### config.mk
export PLATFORM = sky130hd
export DESIGN_NAME = char_range_expander_top
export DESIGN_NICKNAME = d
export VERILOG_FILES = /design/src/rtl/cre_pkg.sv /design/src/rtl/cre_datapath.sv /design/src/rtl/cre_controller.sv /design/src/rtl/char_range_expander_top.sv
export SDC_FILE = /design/constraint.sdc
export NUM_CORES = 1
export LEC_CHECK = 0
export BUFFER_PORTS_ARGS = -buffer_cell sky130_fd_sc_hd__buf_4
export CORE_MARGIN = 2
export CORE_UTILIZATION = 35
export DETAILED_ROUTE_END_ITERATION = 12
export PLACE_DENSITY = 0.53
export REMOVE_ABC_BUFFERS = 1
export SKIP_CTS_REPAIR_TIMING = 1
export SLEW_MARGIN = 25
export SYNTH_ARGS = -nofsm -noshare
export SYNTH_HDL_FRONTEND = slang
export SYNTH_SLANG_ARGS = --single-unit
### constraint.sdc
create_clock -name clk -period 6.1 [get_ports clk]
set_input_delay 0.61 -clock clk [delete_from_list [all_inputs] [get_ports clk]]
set_output_delay 0.61 -clock clk [all_outputs]
set_load 0.05 [all_outputs]
### src/rtl/cre_pkg.sv
// ----------------------------------------------------------------------------
// cre_pkg
// shared constants and controller/datapath interface types
// ----------------------------------------------------------------------------
package cre_pkg;

    localparam int CHAR_W = 8;

    localparam logic [CHAR_W-1:0] CHAR_DASH    = 8'h2D;
    localparam logic [CHAR_W-1:0] CHAR_LOWER_A = 8'h61;
    localparam logic [CHAR_W-1:0] CHAR_LOWER_Z = 8'h7A;
    localparam logic [CHAR_W-1:0] CHAR_UPPER_A = 8'h41;
    localparam logic [CHAR_W-1:0] CHAR_UPPER_Z = 8'h5A;
    localparam logic [CHAR_W-1:0] CHAR_DIGIT_0 = 8'h30;
    localparam logic [CHAR_W-1:0] CHAR_DIGIT_9 = 8'h39;

    // what the oldest window position turns into
    typedef enum logic [2:0] {
        CLS_COPY,
        CLS_DASH,
        CLS_RANGE,
        CLS_MISMATCH,
        CLS_SKIP
    } pos_class_t;

    // source of an emitted byte
    typedef enum logic [1:0] {
        SEL_CUR,
        SEL_PREV,
        SEL_DASH,
        SEL_RUN
    } emit_sel_t;

    typedef struct packed {
        logic      load;
        logic      advance;
        logic      run_init;
        logic      run_step;
        logic      emit;
        emit_sel_t emit_sel;
        logic      emit_last;
    } cre_cmd_t;

    typedef struct packed {
        pos_class_t cls;
        logic [1:0] count;
        logic       last;
        logic       run_more;
        logic       out_free;
    } cre_status_t;

endpackage

### src/rtl/cre_datapath.sv
// ----------------------------------------------------------------------------
// cre_datapath
// source window, range run cursor and output register
// ----------------------------------------------------------------------------
module cre_datapath
    import cre_pkg::*;
(
    input  logic              clk,
    input  logic              rst_n,
    input  cre_cmd_t          cmd,
    output cre_status_t       status,
    input  logic [CHAR_W-1:0] in_char,
    input  logic              in_last,
    output logic              out_valid,
    input  logic              out_ready,
    output logic [CHAR_W-1:0] out_char,
    output logic              out_last
);

    logic [CHAR_W-1:0] win_reg [3];
    logic [CHAR_W-1:0] win_next [3];
    logic [1:0]        cnt_reg, cnt_next;
    logic              last_reg, last_next;
    logic [CHAR_W-1:0] prev_reg, prev_next;
    logic              start_reg, start_next;
    logic [CHAR_W-1:0] run_next_reg, run_next_next;
    logic [CHAR_W-1:0] run_stop_reg, run_stop_next;
    logic              out_valid_reg, out_valid_next;
    logic [CHAR_W-1:0] out_char_reg, out_char_next;
    logic              out_last_reg, out_last_next;

    logic              has1, has2, range_ok, is_dash;
    pos_class_t        cls;
    logic [CHAR_W-1:0] emit_byte;

    // classification of the oldest position
    assign has1    = (cnt_reg >= 2'd2);
    assign has2    = (cnt_reg == 2'd3);
    assign is_dash = (win_reg[0] == CHAR_DASH);
    assign range_ok = ((prev_reg >= CHAR_LOWER_A) && (win_reg[1] <= CHAR_LOWER_Z)) ||
                      ((prev_reg >= CHAR_UPPER_A) && (win_reg[1] <= CHAR_UPPER_Z)) ||
                      ((prev_reg >= CHAR_DIGIT_0) && (win_reg[1] <= CHAR_DIGIT_9));

    always_comb
    begin
        if (is_dash) begin
            if (start_reg || !has1)
                cls = CLS_DASH;
            else if (range_ok)
                cls = CLS_RANGE;
            else
                cls = CLS_MISMATCH;
        end
        else if (has1 && has2 && (win_reg[1] == CHAR_DASH))
            cls = CLS_SKIP;
        else
            cls = CLS_COPY;
    end

    always_comb
    begin
        case (cmd.emit_sel)
            SEL_CUR:  emit_byte = win_reg[0];
            SEL_PREV: emit_byte = prev_reg;
            SEL_DASH: emit_byte = CHAR_DASH;
            SEL_RUN:  emit_byte = run_next_reg;
            default:  emit_byte = win_reg[0];
        endcase
    end

    always_comb
    begin
        win_next      = win_reg;
        cnt_next      = cnt_reg;
        last_next     = last_reg;
        prev_next     = prev_reg;
        start_next    = start_reg;
        run_next_next = run_next_reg;
        run_stop_next = run_stop_reg;

        if (cmd.load) begin
            for (int i = 0; i < 3; i++) begin
                if (cnt_reg == 2'(i))
                    win_next[i] = in_char;
            end
            cnt_next  = cnt_reg + 2'd1;
            last_next = in_last;
        end

        if (cmd.advance) begin
            win_next[0] = win_reg[1];
            win_next[1] = win_reg[2];
            cnt_next    = cnt_reg - 2'd1;
            if (last_reg && (cnt_reg == 2'd1)) begin
                // string done, window back to its start condition
                prev_next  = '0;
                start_next = 1'b1;
                last_next  = 1'b0;
            end
            else begin
                prev_next  = win_reg[0];
                start_next = 1'b0;
            end
        end

        if (cmd.run_init) begin
            run_next_next = prev_reg;
            run_stop_next = win_reg[1];
        end
        else if (cmd.run_step)
            run_next_next = run_next_reg + 8'd1;
    end

    // output register
    always_comb
    begin
        out_valid_next = out_valid_reg;
        out_char_next  = out_char_reg;
        out_last_next  = out_last_reg;
        if (cmd.emit) begin
            out_valid_next = 1'b1;
            out_char_next  = emit_byte;
            out_last_next  = cmd.emit_last;
        end
        else if (out_ready)
            out_valid_next = 1'b0;
    end

    always_ff @(posedge clk or negedge rst_n)
    begin
        if (!rst_n) begin
            cnt_reg       <= '0;
            last_reg      <= 1'b0;
            prev_reg      <= '0;
            start_reg     <= 1'b1;
            run_next_reg  <= '0;
            run_stop_reg  <= '0;
            out_valid_reg <= 1'b0;
        end
        else begin
            cnt_reg       <= cnt_next;
            last_reg      <= last_next;
            prev_reg      <= prev_next;
            start_reg     <= start_next;
            run_next_reg  <= run_next_next;
            run_stop_reg  <= run_stop_next;
            out_valid_reg <= out_valid_next;
        end
    end

    always_ff @(posedge clk)
    begin
        win_reg      <= win_next;
        out_char_reg <= out_char_next;
        out_last_reg <= out_last_next;
    end

    assign status.cls      = cls;
    assign status.count    = cnt_reg;
    assign status.last     = last_reg;
    assign status.run_more = (run_next_reg < run_stop_reg);
    assign status.out_free = !out_valid_reg || out_ready;

    assign out_valid = out_valid_reg;
    assign out_char  = out_char_reg;
    assign out_last  = out_last_reg;

endmodule

### src/rtl/cre_controller.sv
// ----------------------------------------------------------------------------
// cre_controller
// sequences window fill, position decisions and range runs
// ----------------------------------------------------------------------------
module cre_controller
    import cre_pkg::*;
(
    input  logic        clk,
    input  logic        rst_n,
    input  cre_status_t status,
    output cre_cmd_t    cmd,
    input  logic        in_valid,
    input  logic        in_last,
    output logic        in_ready
);

    typedef enum logic [1:0] {
        ST_IDLE,
        ST_EVAL,
        ST_RUN,
        ST_DASH
    } state_t;

    state_t state_reg, state_next;
    state_t after_adv;
    logic   final_pos;

    // final position of a closed string
    assign final_pos = status.last && (status.count == 2'd1);
    assign after_adv = (status.last && !final_pos) ? ST_EVAL : ST_IDLE;

    always_comb
    begin
        cmd        = '0;
        state_next = state_reg;
        in_ready   = 1'b0;

        case (state_reg)
            ST_IDLE:
            begin
                in_ready = 1'b1;
                if (in_valid) begin
                    cmd.load = 1'b1;
                    if (in_last || (status.count == 2'd2))
                        state_next = ST_EVAL;
                end
            end

            ST_EVAL:
            begin
                case (status.cls)
                    CLS_COPY, CLS_DASH:
                    begin
                        if (status.out_free) begin
                            cmd.emit      = 1'b1;
                            cmd.emit_sel  = (status.cls == CLS_DASH) ? SEL_DASH : SEL_CUR;
                            cmd.emit_last = final_pos;
                            cmd.advance   = 1'b1;
                            state_next    = after_adv;
                        end
                    end
                    CLS_SKIP:
                    begin
                        cmd.advance = 1'b1;
                        state_next  = after_adv;
                    end
                    CLS_MISMATCH:
                    begin
                        if (status.out_free) begin
                            cmd.emit     = 1'b1;
                            cmd.emit_sel = SEL_PREV;
                            state_next   = ST_DASH;
                        end
                    end
                    CLS_RANGE:
                    begin
                        cmd.run_init = 1'b1;
                        state_next   = ST_RUN;
                    end
                    default:
                    begin
                        cmd.advance = 1'b1;
                        state_next  = after_adv;
                    end
                endcase
            end

            ST_RUN:
            begin
                if (status.run_more) begin
                    if (status.out_free) begin
                        cmd.emit     = 1'b1;
                        cmd.emit_sel = SEL_RUN;
                        cmd.run_step = 1'b1;
                    end
                end
                else begin
                    cmd.advance = 1'b1;
                    state_next  = after_adv;
                end
            end

            ST_DASH:
            begin
                if (status.out_free) begin
                    cmd.emit     = 1'b1;
                    cmd.emit_sel = SEL_DASH;
                    cmd.advance  = 1'b1;
                    state_next   = after_adv;
                end
            end

            default:
            begin
                state_next = ST_IDLE;
            end
        endcase
    end

    always_ff @(posedge clk or negedge rst_n)
    begin
        if (!rst_n)
            state_reg <= ST_IDLE;
        else
            state_reg <= state_next;
    end

endmodule

### src/rtl/char_range_expander_top.sv
// ----------------------------------------------------------------------------
// char_range_expander_top
// expands shorthand ranges such as a-z in a byte stream
// ----------------------------------------------------------------------------
// order: a position is decided in the cycle after the item that completes
//   its window (two items later, or the tlast item); a copied byte enters the
//   output register with that decision, a range's first byte only from ST_RUN
// flow: items are taken only in ST_IDLE, not while positions are decided;
//   copy, dash or skipped range start is settled in ST_EVAL, a mismatch emits
//   prev_reg then a dash, a range its run (up to 25); output stalls hold emits
// reset: rst_n low empties the window count, clears the run cursor and the output valid
module char_range_expander_top
    import cre_pkg::*;
(
    input  logic              clk,
    input  logic              rst_n,
    // input stream
    input  logic              s_axis_tvalid,
    output logic              s_axis_tready,
    input  logic [CHAR_W-1:0] s_axis_tdata,   // [7:0] in_char
    input  logic              s_axis_tlast,   // in_last
    // output stream
    output logic              m_axis_tvalid,
    input  logic              m_axis_tready,
    output logic [CHAR_W-1:0] m_axis_tdata,   // [7:0] out_char
    output logic              m_axis_tlast    // out_last
);

    cre_cmd_t    cmd;
    cre_status_t status;

    // controller: takes items only while idle, then walks the window
    // positions one at a time, draining any range run byte by byte
    cre_controller u_ctrl (
        .clk      (clk),
        .rst_n    (rst_n),
        .status   (status),
        .cmd      (cmd),
        .in_valid (s_axis_tvalid),
        .in_last  (s_axis_tlast),
        .in_ready (s_axis_tready)
    );

    // datapath: three-byte window with previous byte, range cursor and the
    // output register that decouples the output stream from the controller
    cre_datapath u_dp (
        .clk       (clk),
        .rst_n     (rst_n),
        .cmd       (cmd),
        .status    (status),
        .in_char   (s_axis_tdata),
        .in_last   (s_axis_tlast),
        .out_valid (m_axis_tvalid),
        .out_ready (m_axis_tready),
        .out_char  (m_axis_tdata),
        .out_last  (m_axis_tlast)
    );

endmodule

=== Yosys cells after proc, flatten, opt, wreduce, memory -nomap -nowiden ===
Index checks and enable logic that the tools add are counted.

* Add/subtract/negate cells: 3
* $lt $le $gt $ge: 8
* Equality and inequality tests: 18
* Muxes and demuxes: 47
* Reduce and logical (&&, ||, !) cells: 31

{| class="wikitable"
|+ Operators by type and width
! kind !! count
|-
| 2-to-1 mux 8 bit || 6
|-
| one-hot mux 8 bit (4 select lines) || 1
|-
| 2-to-1 mux 24 bit || 1
|-
| == test 8 x 6 -> 1 bit (second input constant) || 2
|-
| >= comparator 8 x 7 -> 1 bit (second input constant) || 2
|-
| less-or-equal comparator 8 x 7 -> 1 bit (second input constant) || 2
|-
| 2-to-1 mux 1 bit || 16
|-
| 2-to-1 mux 16 bit || 1
|-
| 2-to-1 mux 2 bit || 8
|-
| 2-to-1 mux 3 bit || 5
|-
| == test 2 bit (second input constant) || 6
|-
| 2-to-1 mux 4 bit || 3
|-
| nonzero test 2 bit || 5
|-
| one-hot mux 3 bit (3 select lines) || 1
|-
| adder 8 x 1 -> 8 bit (second input constant) || 1
|-
| >= comparator 8 x 6 -> 1 bit (second input constant) || 1
|-
| less-or-equal comparator 8 x 6 -> 1 bit (second input constant) || 1
|-
| < comparator 8 bit || 1
|-
| one-hot mux 2 bit (4 select lines) || 1
|-
| logical AND 1 bit || 7
|-
| == test 2 x 1 -> 1 bit (second input constant) || 3
|-
| == test 3 x 2 -> 1 bit (second input constant) || 2
|-
| zero test 2 bit || 3
|-
| one-hot mux 2 bit (3 select lines) || 1
|-
| other kinds (17) || 27
|}

* Flip-flop bits (word level): 64
* Input bits: 13
* Output and inout port bits: 11
* Logic and storage cells: 120

=== Longest topological paths before layout ===
* Word-level depth: 14
* Depth in mapped cells: 9
* Mapped depth without buffers: 8

=== Hierarchy ===
From an unflattened synthesis, not the netlist that was laid out.

* Cell total of the unflattened synthesis: 291
* Area, all modules: 3270.6 µm²

{| class="wikitable"
|+ By module, submodules not included
! module !! times used !! cells each !! area each (µm²) !! sequential area each (µm²)
|-
| cre_datapath || 1 || 251 || 2965.3 || 1717.9
|-
| cre_controller || 1 || 40 || 305.3 || 50.0
|}

=== Worst setup path before layout ===
No wires, ideal clock.

* Path kind: reg-to-reg
* Start: register u_dp.run_next_reg[2]
* End: register u_dp.out_char_reg[0] (netlist: u_dp.out_char[0]), enable pin
* Setup time: 0.387 ns
* Arrival time: 2.296 ns
* Data required time: 5.713 ns
* Setup slack: 3.417 ns
* Stages on the path, launching flop included: 8
* Path buffers: 0
* Period minus slack after synthesis: 2.683 ns
* Cells stage by stage: dfrtp_1 > ha_1 > a21oi_1 > o21ai_0 > a41oi_2 > o21a_1 > o22ai_1 > o21ai_0

{| class="wikitable"
|+ RTL lines
! element !! line !! text
|-
| from (decl) || cre_datapath.sv:26 || <nowiki>logic [CHAR_W-1:0] run_next_reg, run_next_next;</nowiki>
|-
| from (signal assigned) || cre_datapath.sv:145 || <nowiki>run_next_reg <= run_next_next;</nowiki>
|-
| to (signal assigned) || cre_datapath.sv:154 || <nowiki>out_char_reg <= out_char_next;</nowiki>
|-
| to (decl) || cre_datapath.sv:29 || <nowiki>logic [CHAR_W-1:0] out_char_reg, out_char_next;</nowiki>
|}

=== Final worst setup path ===
* Start: register u_dp.run_next_reg[2]
* End: register u_dp.out_char_reg[2] (netlist: u_dp.out_char[2]) (data pin)

* Word-level cells in the longest chain between the ends: 5
* Elaborated cells on any way between the ends: 8
* Those cells by class: order compare: 1; eq/ne: 3; mux: 3; reduce/logical: 1

{| class="wikitable"
|+ RTL lines
! element !! line !! text
|-
| < comparator 8 bit || cre_datapath.sv:161 || <nowiki>assign status.run_more = (run_next_reg < run_stop_reg);</nowiki>
|-
| 2-to-1 mux 4 bit || cre_controller.sv:90 || <nowiki>if (status.run_more) begin</nowiki>
|-
| one-hot mux 3 bit (3 select lines) || cre_controller.sv:38 || <nowiki>case (state_reg)</nowiki>
|-
| == test 2 bit, or another cell as far along || cre_datapath.sv:62 || <nowiki>case (cmd.emit_sel)</nowiki>
|-
| one-hot mux 8 bit (4 select lines) * || cre_datapath.sv:62 ||
|-
| net u_dp.emit_byte[2] || cre_datapath.sv:34 || <nowiki>logic [CHAR_W-1:0] emit_byte;</nowiki>
|}

Mark *: on every way through the listed nets, which the timed path passes. The rest lies on a longest branch.
A chain may end at the register's enable or synchronous reset.

==> impl_metrics.ini <==
[timing]
fin_tns_setup_ns = 0
tightest_slew_ns = 0.791
worst_slack_ns = 3.30
fmax_mhz = 357
hold_ws_ns = 0.196
relSlewSlack_pct = 47.2
fin_crit_ns = 2.80
worst_clock_skew_ns = 0.00625
hold_violations = 0
slew_viol_final = 0
grt_setup_unrepaired = false
setup_viol = 0
fin_crit_sh_pct = 45.9

[layout]
diodes = 0
largest_register_ffs = 24
area.growth.synth_to_final_pct = 15.4
fin_nets = 354
num-fill-cells = 909
final_util_pct = 41.7
drive_above_1_share_pct = 15.6
stdcell_count = 463

[place]
pre_cts_ws_ns = 3.35
placedCellCount = 447
hpwlAfterDp_um = 5920
gp_congestion = 0.899
io_buffers = 23

[logic_synthesis]
yosysTopAreaCell = edfxtp_1
synth_edf_count = 33
ys.flop_type = edfxtp_1
synth.most_common_cell = edfxtp_1
yosys-top-cells-count = edfxtp_1, dfrtp_1, o21ai_0, nand2_1, inv_1
avgSynthCellArea_um2 = 10.9
synth_seq_cells = 64
syn_area_um2 = 3340
synthCells = 307
synth_warnings = 0
synthTopCellsByArea = edfxtp_1, dfrtp_1, ha_1
synth_top_cell_area_share_pct = 29.6
ys_seq_area_share_pct = 52.9
synthArstFlopShare_pct = 48.4
ys_types = 59

[critical_path]
required_ns = 6.20
r2r_end = u_dp.out_char[2]$_DFFE_PP_
reg2reg_depth = 7
arrival_ns = 2.90
startpoint_type = flip-flop
crit_fanout = 10
r2r-start = u_dp.run_next_reg[2]$_DFFE_PN0P_
worst_setup_path_end_kind = flip-flop
crit_type = flip-flop to flip-flop
reg2reg_slack_ns = 3.30

[grt]
grt.total_usage_pct = 17.5
grt_max_degree = 41
grt_remaining_overflow = 0
first_global_vias = 2542
antenna_found_initial = 0
grt_pass1_wl_um = 13500

[hold_path]
hold_class = input port to async pin

[detailed_routing]
routed_wl_um = 8260
drtAntennaViolNets = 0
drt_iter0_markers = 177
drc = 0
firstDrtPassIters = 5
avgViaCountPerCell = 5.43
wl_per_cell_um = 17.8
dr_total_vias = 2515

[clocking]
cts.sinks = 64
tritoncts = done
cts-root-buf = clkbuf_8
clk_latency_ns = 0.35
htreeDepth = 3
cts_buffer_depth = 2
cts_buffers = 9
clkTransAtPathRegs_ns = 0.07

[die]
die_area_um2 = 10400
die_y_um = 102
initial_utilization_pct = 36.2
core_area_um2 = 9240
rows = 35
die_x_um = 102
io_pins = 24

[power_and_ir_drop]
powerDensity_nw_per_um2 = 503
irDropWorstVdd_uv = 194
leakagePower_uw = 0.00153

[outcome]
status = finished, final reports clean

[job]
max_cap_viol_count = 0
==> report_power, final <==
group / internal [uW] / switching, uW / total (uW)
Combinational: 247 / 453 / 699
Sequential: 655 / 180 / 835
Clock: 241 / 166 / 407
Total: 1140 / 799 / 1940
==> worst max-delay path: stages (launching register included) <==
cell      delay [ns]
dfrtp_1         0.46
ha_1            0.34
nand2_1         0.06
o21ai_0         0.21
a41oi_2         0.34
o211ai_1        0.69
nand2_1         0.16
a22o_1          0.28
==> cell usage in the layout, fill, tap and decap left out, types with 5 or more instances in the layout <==
cell      Yosys  layout
edfxtp_1     33      33
a22o_1       17      17
a21oi_1       6       6
nor2_1       13      13
nand2_1      24      24
ha_1         12      12
inv_1        22      22
o21ai_0      27      27
nand3_1      18      18
o211ai_1      7       7
buf_4         1      25
xor2_1        5       5
clkbuf_8      0      10
a22oi_1       7       7
dfrtp_1      30      30
==> through the flow <==
stage,cell area (um2),power (uW)
2_1_floorplan,3280,1280
3_3_place_gp,3640,1530
3_5_place_dp,3640,1540
4_1_cts,3860,1950
5_1_grt,3860,2070
6_report,3860,1940
==> area by class of cell <==
type	instances	area (um2)	share of cell area, %
flip-flops and latches	64	1770	45.8
repair buffers	25	188	4.87
multi-input cells	207	1440	37.2
clock inverters	5	80.1	2.08
inverters	22	82.6	2.14
clock buffers	11	141	3.67
well taps	129	161	4.18
==> worst max-delay path by stage <==
| stage | slack, ns | start | end |
|---|---|---|---|
| floorplan | 2.98 | u_dp.run_next_reg[2]$_DFFE_PN0P_ | u_dp.win_reg[10]$_DFFE_PP_ |
| global placement | 3.33 | u_dp.prev_reg[4]$_DFFE_PN0P_ | u_dp.out_char[0]$_DFFE_PP_ |
| detailed placement | 3.35 | u_dp.prev_reg[4]$_DFFE_PN0P_ | u_dp.out_char[0]$_DFFE_PP_ |
| CTS | 3.34 | u_dp.prev_reg[4]$_DFFE_PN0P_ | u_dp.out_char[1]$_DFFE_PP_ |
| global route | 3.08 | u_dp.run_next_reg[2]$_DFFE_PN0P_ | u_dp.out_char[5]$_DFFE_PP_ |
| finish | 3.30 | u_dp.run_next_reg[2]$_DFFE_PN0P_ | u_dp.out_char[2]$_DFFE_PP_ |
==> metal layers <==
layer,up-vias,routed length (um),GRT usage (%)
met1,1214,3850,23.2
li1,1203,-,-
met4,0,174,7.38
met2,80,3800,26.9
met3,18,433,5.04
met5,-,0,0
==> cell families (layout without fill, tap and decap cells) <==
kind of cell	after synthesis	in the layout	share of synthesized area (%)
compound gates	98	98	21.0
mux	3	3	0.936
xor+xnor	7	7	1.83
fa+ha+maj	12	12	4.49
flops	64	64	52.9
buf+inv	36	63	4.27
simple gates	87	87	14.6
No activity file was read; power rests on OpenSTA's default activity.
